===== src/hvt_pkg.sv =====
`timescale 1ns / 1ps

package hvt_pkg;

	// fixed-point format of coefficients, components and results
	localparam int FRAC_BITS = 16;
	localparam int WORD_W    = 32;
	localparam int PROD_W    = 2 * WORD_W;
	localparam int PAIR_W    = PROD_W + 1;
	localparam int ACC_W     = PROD_W + 2;

	localparam int NUM_ROWS  = 4;
	localparam int NUM_COLS  = 4;
	localparam int NUM_REGS  = 8;
	localparam int REG_W     = 64;
	localparam int CFG_IDX_W = 8;

	localparam logic [WORD_W-1:0] WORD_ONE = WORD_W'(1) << FRAC_BITS;
	localparam logic [WORD_W-1:0] WORD_MAX = {1'b0, {(WORD_W-1){1'b1}}};
	localparam logic [WORD_W-1:0] WORD_MIN = {1'b1, {(WORD_W-1){1'b0}}};

	// input kind codes
	localparam logic KIND_TUPLE = 1'b0;
	localparam logic KIND_POINT = 1'b1;

	// identity matrix, low and high coefficient of a register
	localparam logic [REG_W-1:0] ID_LO = REG_W'(1) << FRAC_BITS;
	localparam logic [REG_W-1:0] ID_HI = REG_W'(1) << (WORD_W + FRAC_BITS);
	localparam logic [NUM_REGS-1:0][REG_W-1:0] CFG_RESET = {
		ID_HI, REG_W'(0), ID_LO, REG_W'(0),
		REG_W'(0), ID_HI, REG_W'(0), ID_LO
	};

	typedef logic [NUM_COLS-1:0][WORD_W-1:0] vec_t;
	typedef vec_t [NUM_ROWS-1:0] matrix_t;

	// load enables of the four pipeline stages
	typedef struct packed {
		logic s1;
		logic s2;
		logic s3;
		logic s4;
	} stage_en_t;

endpackage


===== src/hvt_cfg.sv =====
`timescale 1ns / 1ps

module hvt_cfg (
	input  logic                          clk,
	input  logic                          arst_n,
	input  logic                          wr_en,
	input  logic [hvt_pkg::CFG_IDX_W-1:0] wr_index,
	input  logic [hvt_pkg::REG_W-1:0]     wr_data,
	output hvt_pkg::matrix_t              matrix
);

	logic [hvt_pkg::NUM_REGS-1:0][hvt_pkg::REG_W-1:0] regs_q;

	always_ff @(posedge clk or negedge arst_n) begin
		if (!arst_n) begin
			regs_q <= hvt_pkg::CFG_RESET;
		end else if (wr_en && (wr_index < hvt_pkg::CFG_IDX_W'(hvt_pkg::NUM_REGS))) begin
			regs_q[wr_index[$clog2(hvt_pkg::NUM_REGS)-1:0]] <= wr_data;
		end
	end

	// register 2r+c/2 holds row r, column c, odd columns in the high half
	always_comb begin
		for (int r = 0; r < hvt_pkg::NUM_ROWS; r++) begin
			for (int c = 0; c < hvt_pkg::NUM_COLS; c++) begin
				matrix[r][c] = (c % 2 == 1)
					? regs_q[2*r + c/2][hvt_pkg::REG_W-1:hvt_pkg::WORD_W]
					: regs_q[2*r + c/2][hvt_pkg::WORD_W-1:0];
			end
		end
	end

endmodule


===== config.mk =====
export PLATFORM = sky130hd
export DESIGN_NAME = hvt_cfg
export DESIGN_NICKNAME = d
export VERILOG_FILES = /design/src/hvt_pkg.sv /design/src/hvt_cfg.sv
export SDC_FILE = /design/constraint.sdc
export NUM_CORES = 1
export LEC_CHECK = 0
export BUFFER_PORTS_ARGS = -buffer_cell sky130_fd_sc_hd__buf_2
export CORE_ASPECT_RATIO = 0.9
export CORE_UTILIZATION = 35
export CTS_CLUSTER_SIZE = 40
export DETAILED_ROUTE_END_ITERATION = 6
export PLACE_DENSITY_LB_ADDON = 0.15
export REMOVE_ABC_BUFFERS = 1
export SLEW_MARGIN = 20
export SYNTH_ARGS = -nofsm -noshare
export SYNTH_HDL_FRONTEND = slang
export SYNTH_SLANG_ARGS = --single-unit

===== constraint.sdc =====
create_clock -name clk -period 0.8 [get_ports clk]
set_input_delay 0.2 -clock clk [delete_from_list [all_inputs] [get_ports clk]]
set_output_delay 0.2 -clock clk [all_outputs]
set_load 0.05 [all_outputs]

==> results of run 1 <==
metrics by stage:
stage	util, %	hold slack [ns]	power (mW)	setup TNS [ns]	cell area [µm²]
6_report	62.15	0.04349	65.41	-628.71	33760
5_1_grt	62.15	0.01946	67.51	-653.15	33760
4_1_cts	54.90	0.007341	63.90	-628.83	29820
3_5_place_dp	47.13	0.2013	38.23	-696.29	25600
3_3_place_gp	47.13	0.2018	38.13	-692.16	25600
2_1_floorplan	-	-0.09559	33.80	-1676.41	18930
final cells by class:
cell class	instances	area, µm²	share of cell area, %
clock buffer	85	1627	4.818
clock inverter	13	147.6	0.4373
inverter	1	3.754	0.01112
multi-input combinational	526	6825	20.22
sequential	512	12820	37.96
tap	705	882.1	2.613
timing repair buffer	932	11460	33.94
power by group through the flow:
stage               clock [mW]  combinational (mW)  sequential (mW)
finish                    25.2                12.0             28.2
global route              26.7                12.5             28.3
CTS                       25.7                10.3             28.0
detailed placement           0                9.84             28.4
global placement             0                9.78             28.4
floorplan                    0                1.22             32.6
path summary, 6_finish.rpt:
| check | endpoint | cells past startpoint |
|---|---|---|
| max in group asynchronous | matrix[420]$_DFFE_PN0P_ | 4 |
| worst max register to register | matrix[443]$_DFFE_PN0P_ | 2 |
| min in group asynchronous | matrix[354]$_DFFE_PN0P_ | 3 |
| worst min register to register | matrix[58]$_DFFE_PN0P_ | 1 |
| worst max-delay path | matrix[102]$_DFFE_PN0P_ | 5 |
| worst min-delay path | matrix[144]$_DFFE_PN0P_ | 2 |
synth_stat cells (all sizes together):
cell type	instances
mux2	512
dfrtp	508
buf	28
clkbuf	25
dfstp	4
nand4	2
nor4	2
or4	2
inv	1
nand2	1
nand3	1
nand3b	1
nand4b	1
nor2	1
nor3	1
nor3b	1
nor4b	1
logic make-up (layout without fill, tap and decap cells):
logic type    Yosys count  in the layout
buf+inv                54           1031
flops                 512            512
mux                   512            512
simple gates           14             14
timing repair:
| action | 4_1_cts | 5_1_grt |
|---|---|---|
| resized for setup | 178 | 1275 |
| gates cloned | 33 | 9 |
| endpoints found under the hold margin | 989 | 0 |
| hold buffers | 62 | 0 |
| pin swaps | 1 | 3 |
| endpoints found under the setup margin | 1024 | 1024 |
| buffers inserted | 34 | 154 |
placed cells by master (no fill, tap or decap), types with 3 or more instances in the layout:
master / instances
sky130_fd_sc_hd__mux2_2: 274
sky130_fd_sc_hd__dlygate4sd3_1: 62
sky130_fd_sc_hd__buf_16: 20
sky130_fd_sc_hd__bufinv_16: 3
sky130_fd_sc_hd__dfstp_2: 4
sky130_fd_sc_hd__buf_4: 169
sky130_fd_sc_hd__clkbuf_16: 61
sky130_fd_sc_hd__clkbuf_8: 18
sky130_fd_sc_hd__buf_12: 186
sky130_fd_sc_hd__mux2_4: 238
sky130_fd_sc_hd__buf_6: 404
sky130_fd_sc_hd__buf_8: 13
sky130_fd_sc_hd__buf_2: 70
sky130_fd_sc_hd__clkinv_2: 8
sky130_fd_sc_hd__dfrtp_1: 508
sky130_fd_sc_hd__clkbuf_1: 14
critical path, stage by stage:
cell and delay, ns:
sky130_fd_sc_hd__buf_6 0.09, sky130_fd_sc_hd__or4_4 0.63, sky130_fd_sc_hd__or4_4 0.56, sky130_fd_sc_hd__buf_12 0.21, sky130_fd_sc_hd__mux2_4 0.35
per-layer routing:
| metal | GRT usage (%) | share of wire (%) | vias to the layer above |
|---|---|---|---|
| met2 | 36.93 | 48 | 433 |
| li1 | - | - | 5785 |
| met4 | 6.870 | 2.6 | 0 |
| met1 | 29.71 | 42 | 7015 |
| met3 | 6.839 | 6.6 | 108 |
| met5 | 0 | 0 | - |
==> flow_metrics.tcl, run 1 <==
set metrics [dict create \
    dp.cells 2404 \
    maxSlewViolCount 0 \
    type_of_the_worst_min_delay_path "in -> reg" \
    irDropWorstVdd_mv 1.619 \
    cp_data_arrival_time_ns 2.13 \
    pwr-share-seq_pct 43.1 \
    ant_nets 0 \
    total_switching_power_mw 18.28 \
    largest_reg_flops 512 \
    synthCells 1092 \
    sw_frac_of_total_pct 27.95 \
    timing.rr.start "matrix[443]$_DFFE_PN0P_" \
    post_synth_xor_area_fraction_pct 0 \
    yosysTopAreaCell "sky130_fd_sc_hd__dfrtp_1" \
    clock_sink_count 512 \
    final-instance-count-excl-fill 2774 \
    synth_cell_type_count 24 \
    gr-total-overflow 0 \
    nNetsFinal 2101 \
    setup_slack_of_the_worst_register_to_register_path_ns -0.15 \
    h_tree_depth 2 \
    syn_area_um2 19260 \
    fillerInstances 3953 \
    total_drc_errors_in_the_routed_layout 0 \
    ys_seq_elements 512 \
    place.gp.congestion 0.7772 \
    cell_internal_pwr_mw 47.13 \
    crit_required_ns 1.26 \
    tritoncts_buffers 53 \
    floorplan.rows 81 \
    gr-usage-all-layers_pct 22.89 \
    synth.yosys.seq_area_share_pct 66.55 \
    synth_top_cell_area_share_pct 66.00 \
    hpwlAfterDp_mm 40.29 \
    detail_route.vias_per_cell 4.809 \
    status "finished, violations left" \
    ys.warnings.count 0 \
    avgSynthCellArea_um2 17.64 \
    mux_contribution_to_synthesized_area_pct 31.10 \
    comb_power_share_pct 18.4 \
    coreArea_um2 54320 \
    clock_group_share_of_total_power_pct 38.5 \
    area_growth_from_synthesis_to_layout_pct 75.28 \
    die_h_um 224.6 \
    fin_skew_ns 0 \
    rsz0062_at_grt "yes" \
    power_dens_cells_nw_per_um2 1937 \
    timing.setup.critical_path_class "in -> reg" \
    clk_transition_reported_paths_ns 0.06 \
    setup-violations-final 1024 \
    dieArea_um2 55970 \
    min_period_ns 1.668 \
    drt_first_pass_iters 4 \
    start_kind "primary input" \
    routed_wirelength_mm 69.78 \
    timing.fmax_mhz 599.6 \
    timing_hold_violations_final 0 \
    die_width_um 249.3 \
    worst_tran_pin_value_ns 0.3707 \
    yosys-top-cells-area "sky130_fd_sc_hd__dfrtp_1 66%, sky130_fd_sc_hd__mux2_2 26%, sky130_fd_sc_hd__mux2_4 4.7%" \
    holdCritStartpoint "wr_data[16]" \
    wl_per_cell_um 25.15 \
    cts_root_buf "sky130_fd_sc_hd__clkbuf_16" \
    finalWorstSetupSlack_ns -0.8678 \
    first_global_vias 13382 \
    synth_top_family_by_area "multiplexers" \
    vias 13341 \
    slew-limit-headroom_pct 75.24 \
    max-cap-violations 0 \
    synth_fa_ha_area_share_pct 0 \
    largest_driver_fanout_on_the_critical_path 35 \
    drt_iter0_markers 496 \
    finalCritPeriodShare_pct 208.5 \
    critical_path.startpoint "wr_index[5]" \
    port_buffers 586 \
    pin_count 587 \
    violations "negative setup slack" \
    clkLatencyLatePin_ns 0.59 \
    n_antenna_cell 0 \
    largest_net_degree_at_the_start_of_global_routing 57 \
    final_layout_size_suffix_gt1_share_pct 71.39 \
    p_leak_nw 17.31 \
    grt_first_pass_wirelength_mm 94.36 \
    yosys.area_share.simple_pct 0.5911 \
    dpl_worst_slack_ns -1.515 \
    antenna_found_initial 1 \
    tritoncts "done" \
    effective_utilization_at_floorplan_pct 35.46 \
    synth-compound-area-share_pct 0 \
    clock_tree.buffer_depth 3 \
    cp-end-kind "register" \
]
(Power assumes the default switching activity.)
==> run 2, diff against run 1 <==
--- a/config.mk
+++ b/config.mk
@@ -7,7 +7,9 @@
 export LEC_CHECK = 0
 export BUFFER_PORTS_ARGS = -buffer_cell sky130_fd_sc_hd__buf_2
 export CORE_ASPECT_RATIO = 0.9
+export CORE_MARGIN = 8
 export CORE_UTILIZATION = 35
+export CTS_BUF_LIST = sky130_fd_sc_hd__clkbuf_4 sky130_fd_sc_hd__clkbuf_8 sky130_fd_sc_hd__clkbuf_16
 export CTS_CLUSTER_SIZE = 40
 export DETAILED_ROUTE_END_ITERATION = 6
 export PLACE_DENSITY_LB_ADDON = 0.15
==> run 2 against run 1 <==
The run still ends with negative setup slack left. Maximum frequency increased by 4.5%. Final area increased by 1.4%. Setup slack improved by 0.072 ns. Non-clock buffer count decreased by 7. Critical path depth unchanged. Die area increased by 12%. Critical path type unchanged. Critical endpoint is now matrix[74]$_DFFE_PN0P_. Largest power group unchanged.
==> flow_metrics.tcl, run 2 (same netlist as run 1, synthesis figures left out) <==
set metrics [dict create \
    cp_data_arrival_time_ns 2.07 \
    gr-total-overflow 0 \
    cp_slowest_cell "sky130_fd_sc_hd__or4_4" \
    tritoncts "done" \
    clk_transition_reported_paths_ns 0.06 \
    maxSlewViolCount 0 \
    die_h_um 238.6 \
    routed_wirelength_mm 73.97 \
    cts_root_buf "sky130_fd_sc_hd__clkbuf_16" \
    clock_sink_count 512 \
    nNetsFinal 2095 \
    worst_path_most_repeated_cell "sky130_fd_sc_hd__or4_4" \
    fillerInstances 3824 \
    multi_input_comb_area_um2 6830 \
    min_period_ns 1.595 \
    largest_reg_flops 512 \
    dieArea_um2 62800 \
    worst-path-buf-inv 2 \
    path_cells "buf_6 -> or4_4 -> or4_4 -> buf_12 -> mux2_4" \
    grt_first_pass_wirelength_mm 101.0 \
    status "finished, violations left" \
    dpl_worst_slack_ns -1.397 \
    p_leak_nw 17.46 \
    timing.setup.critical_path_class "in -> reg" \
    area_growth_from_synthesis_to_layout_pct 77.74 \
    place.gp.congestion 0.7876 \
    rsz0062_at_grt "yes" \
    fin_skew_ns 0 \
    setup-violations-final 1024 \
    pin_count 587 \
    crit_required_ns 1.27 \
    cp-end-kind "register" \
    hpwlAfterDp_mm 44.51 \
    finalCritPeriodShare_pct 199.4 \
    layout_commonest_cell "sky130_fd_sc_hd__dfrtp_1" \
    detail_route.vias_per_cell 4.812 \
    drt_first_pass_iters 4 \
    floorplan.rows 81 \
    tritoncts_buffers 54 \
    die_width_um 263.3 \
    start_kind "primary input" \
    timing_hold_violations_final 0 \
    layout_common_cells "507 x sky130_fd_sc_hd__dfrtp_1, 362 x sky130_fd_sc_hd__buf_6, 274 x sky130_fd_sc_hd__mux2_2" \
    clkLatencyLatePin_ns 0.60 \
    irDropWorstVdd_mv 2.015 \
    timing.fmax_mhz 626.8 \
    total_drc_errors_in_the_routed_layout 0 \
    violations "negative setup slack" \
    gr-usage-all-layers_pct 21.52 \
    vias 13330 \
    finalWorstSetupSlack_ns -0.7953 \
    slew-limit-headroom_pct 75.92 \
    worst_hold_slack_ns 0.06453 \
    worst_path_dominant_cell_family "simple AND/OR/NAND/NOR gates" \
    power_dens_cells_nw_per_um2 1987 \
    effective_utilization_at_floorplan_pct 35.46 \
    port_buffers 586 \
    worst_tran_pin_value_ns 0.3612 \
    wl_per_cell_um 26.70 \
    largest_driver_fanout_on_the_critical_path 31 \
    type_of_the_worst_min_delay_path "in -> reg" \
    coreArea_um2 54320 \
    p_total_mw 68.02 \
    slowest_delay_ns 0.58 \
    first_global_vias 13840 \
    seqCellArea_um2 12820 \
    largest_net_degree_at_the_start_of_global_routing 57 \
    antenna_found_initial 1 \
    max-cap-violations 0 \
    drt_iter0_markers 530 \
    clock_tree.buffer_depth 3 \
    h_tree_depth 2 \
    final_layout_size_suffix_gt1_share_pct 72.09 \
    ant_nets 0 \
]
==> run 2: changes by cell type in the layout (fill, tap and decap cells not counted), moves of 3 or more <==
cell                        delta
sky130_fd_sc_hd__clkbuf_4      +7
sky130_fd_sc_hd__buf_12       +32
sky130_fd_sc_hd__bufinv_16     +4
sky130_fd_sc_hd__buf_8         -3
sky130_fd_sc_hd__clkbuf_1     -14
sky130_fd_sc_hd__buf_16        +4
sky130_fd_sc_hd__buf_6        -42
sky130_fd_sc_hd__clkbuf_16     +4
==> run 2: what timing repair did <==
item,4_1_cts,5_1_grt
pin swaps,5,5
resized for setup,286,994
setup buffers,47,131
endpoints found under the hold margin,981,0
setup endpoints to repair,1024,1024
cloned,31,9
hold buffers,62,0
==> run 2: cell type report <==
class	instances	area share, %
Clock inverter	19	0.8187
Antenna cell	1	0.007310
Timing Repair Buffer	925	34.19
Multi-Input combinational cell	526	19.95
Clock buffer	81	5.003
Sequential cell	512	37.44
Tap cell	705	2.577
Inverter	1	0.01096
==> run 2: per-layer routing <==
layer	vias to the layer above	track usage (%)	wire [µm]
li1	5767	-	-
met1	7056	27.13	30720
met2	397	36.15	36910
met3	110	5.871	4217
met4	0	6.449	2125
met5	-	0	0
==> run 2: worst paths after layout <==
check	from	to	slack (ns)	cells after the start
hold reg to reg	matrix[259]$_DFFE_PN0P_	matrix[259]$_DFFE_PN0P_	0.53	1
setup / recovery	wr_index[7]	matrix[74]$_DFFE_PN0P_	-0.80	5
hold / removal	wr_data[41]	matrix[105]$_DFFE_PN0P_	0.06	2
min in group asynchronous	arst_n	matrix[447]$_DFFE_PN0P_	0.23	3
max in group asynchronous	arst_n	matrix[189]$_DFFE_PN0P_	0.09	4
setup reg to reg	matrix[330]$_DFFE_PN0P_	matrix[330]$_DFFE_PN0P_	-0.15	2
==> run 2: stage by stage <==
stage	setup TNS [ns]	util (%)	cell area [µm²]	cells
2_1_floorplan	-1676.41	-	18930	1039
3_3_place_gp	-678.62	48.14	26150	2405
3_5_place_dp	-678.17	48.14	26150	2405
4_1_cts	-629.80	57.30	31130	2644
5_1_grt	-643.09	63.02	34230	2769
6_report	-609.06	63.02	34230	2770
==> run 2: power by group <==
part	internal [mW]	switching (mW)
logic	5.28	6.94
clock network	17.0	10.5
registers	27.2	1.12
==> run 2: worst register-to-register path, cell delays in order, from the launching register on <==
cell and delay, ns:
sky130_fd_sc_hd__dfrtp_1 0.43, sky130_fd_sc_hd__buf_4 0.15, sky130_fd_sc_hd__mux2_4 0.26
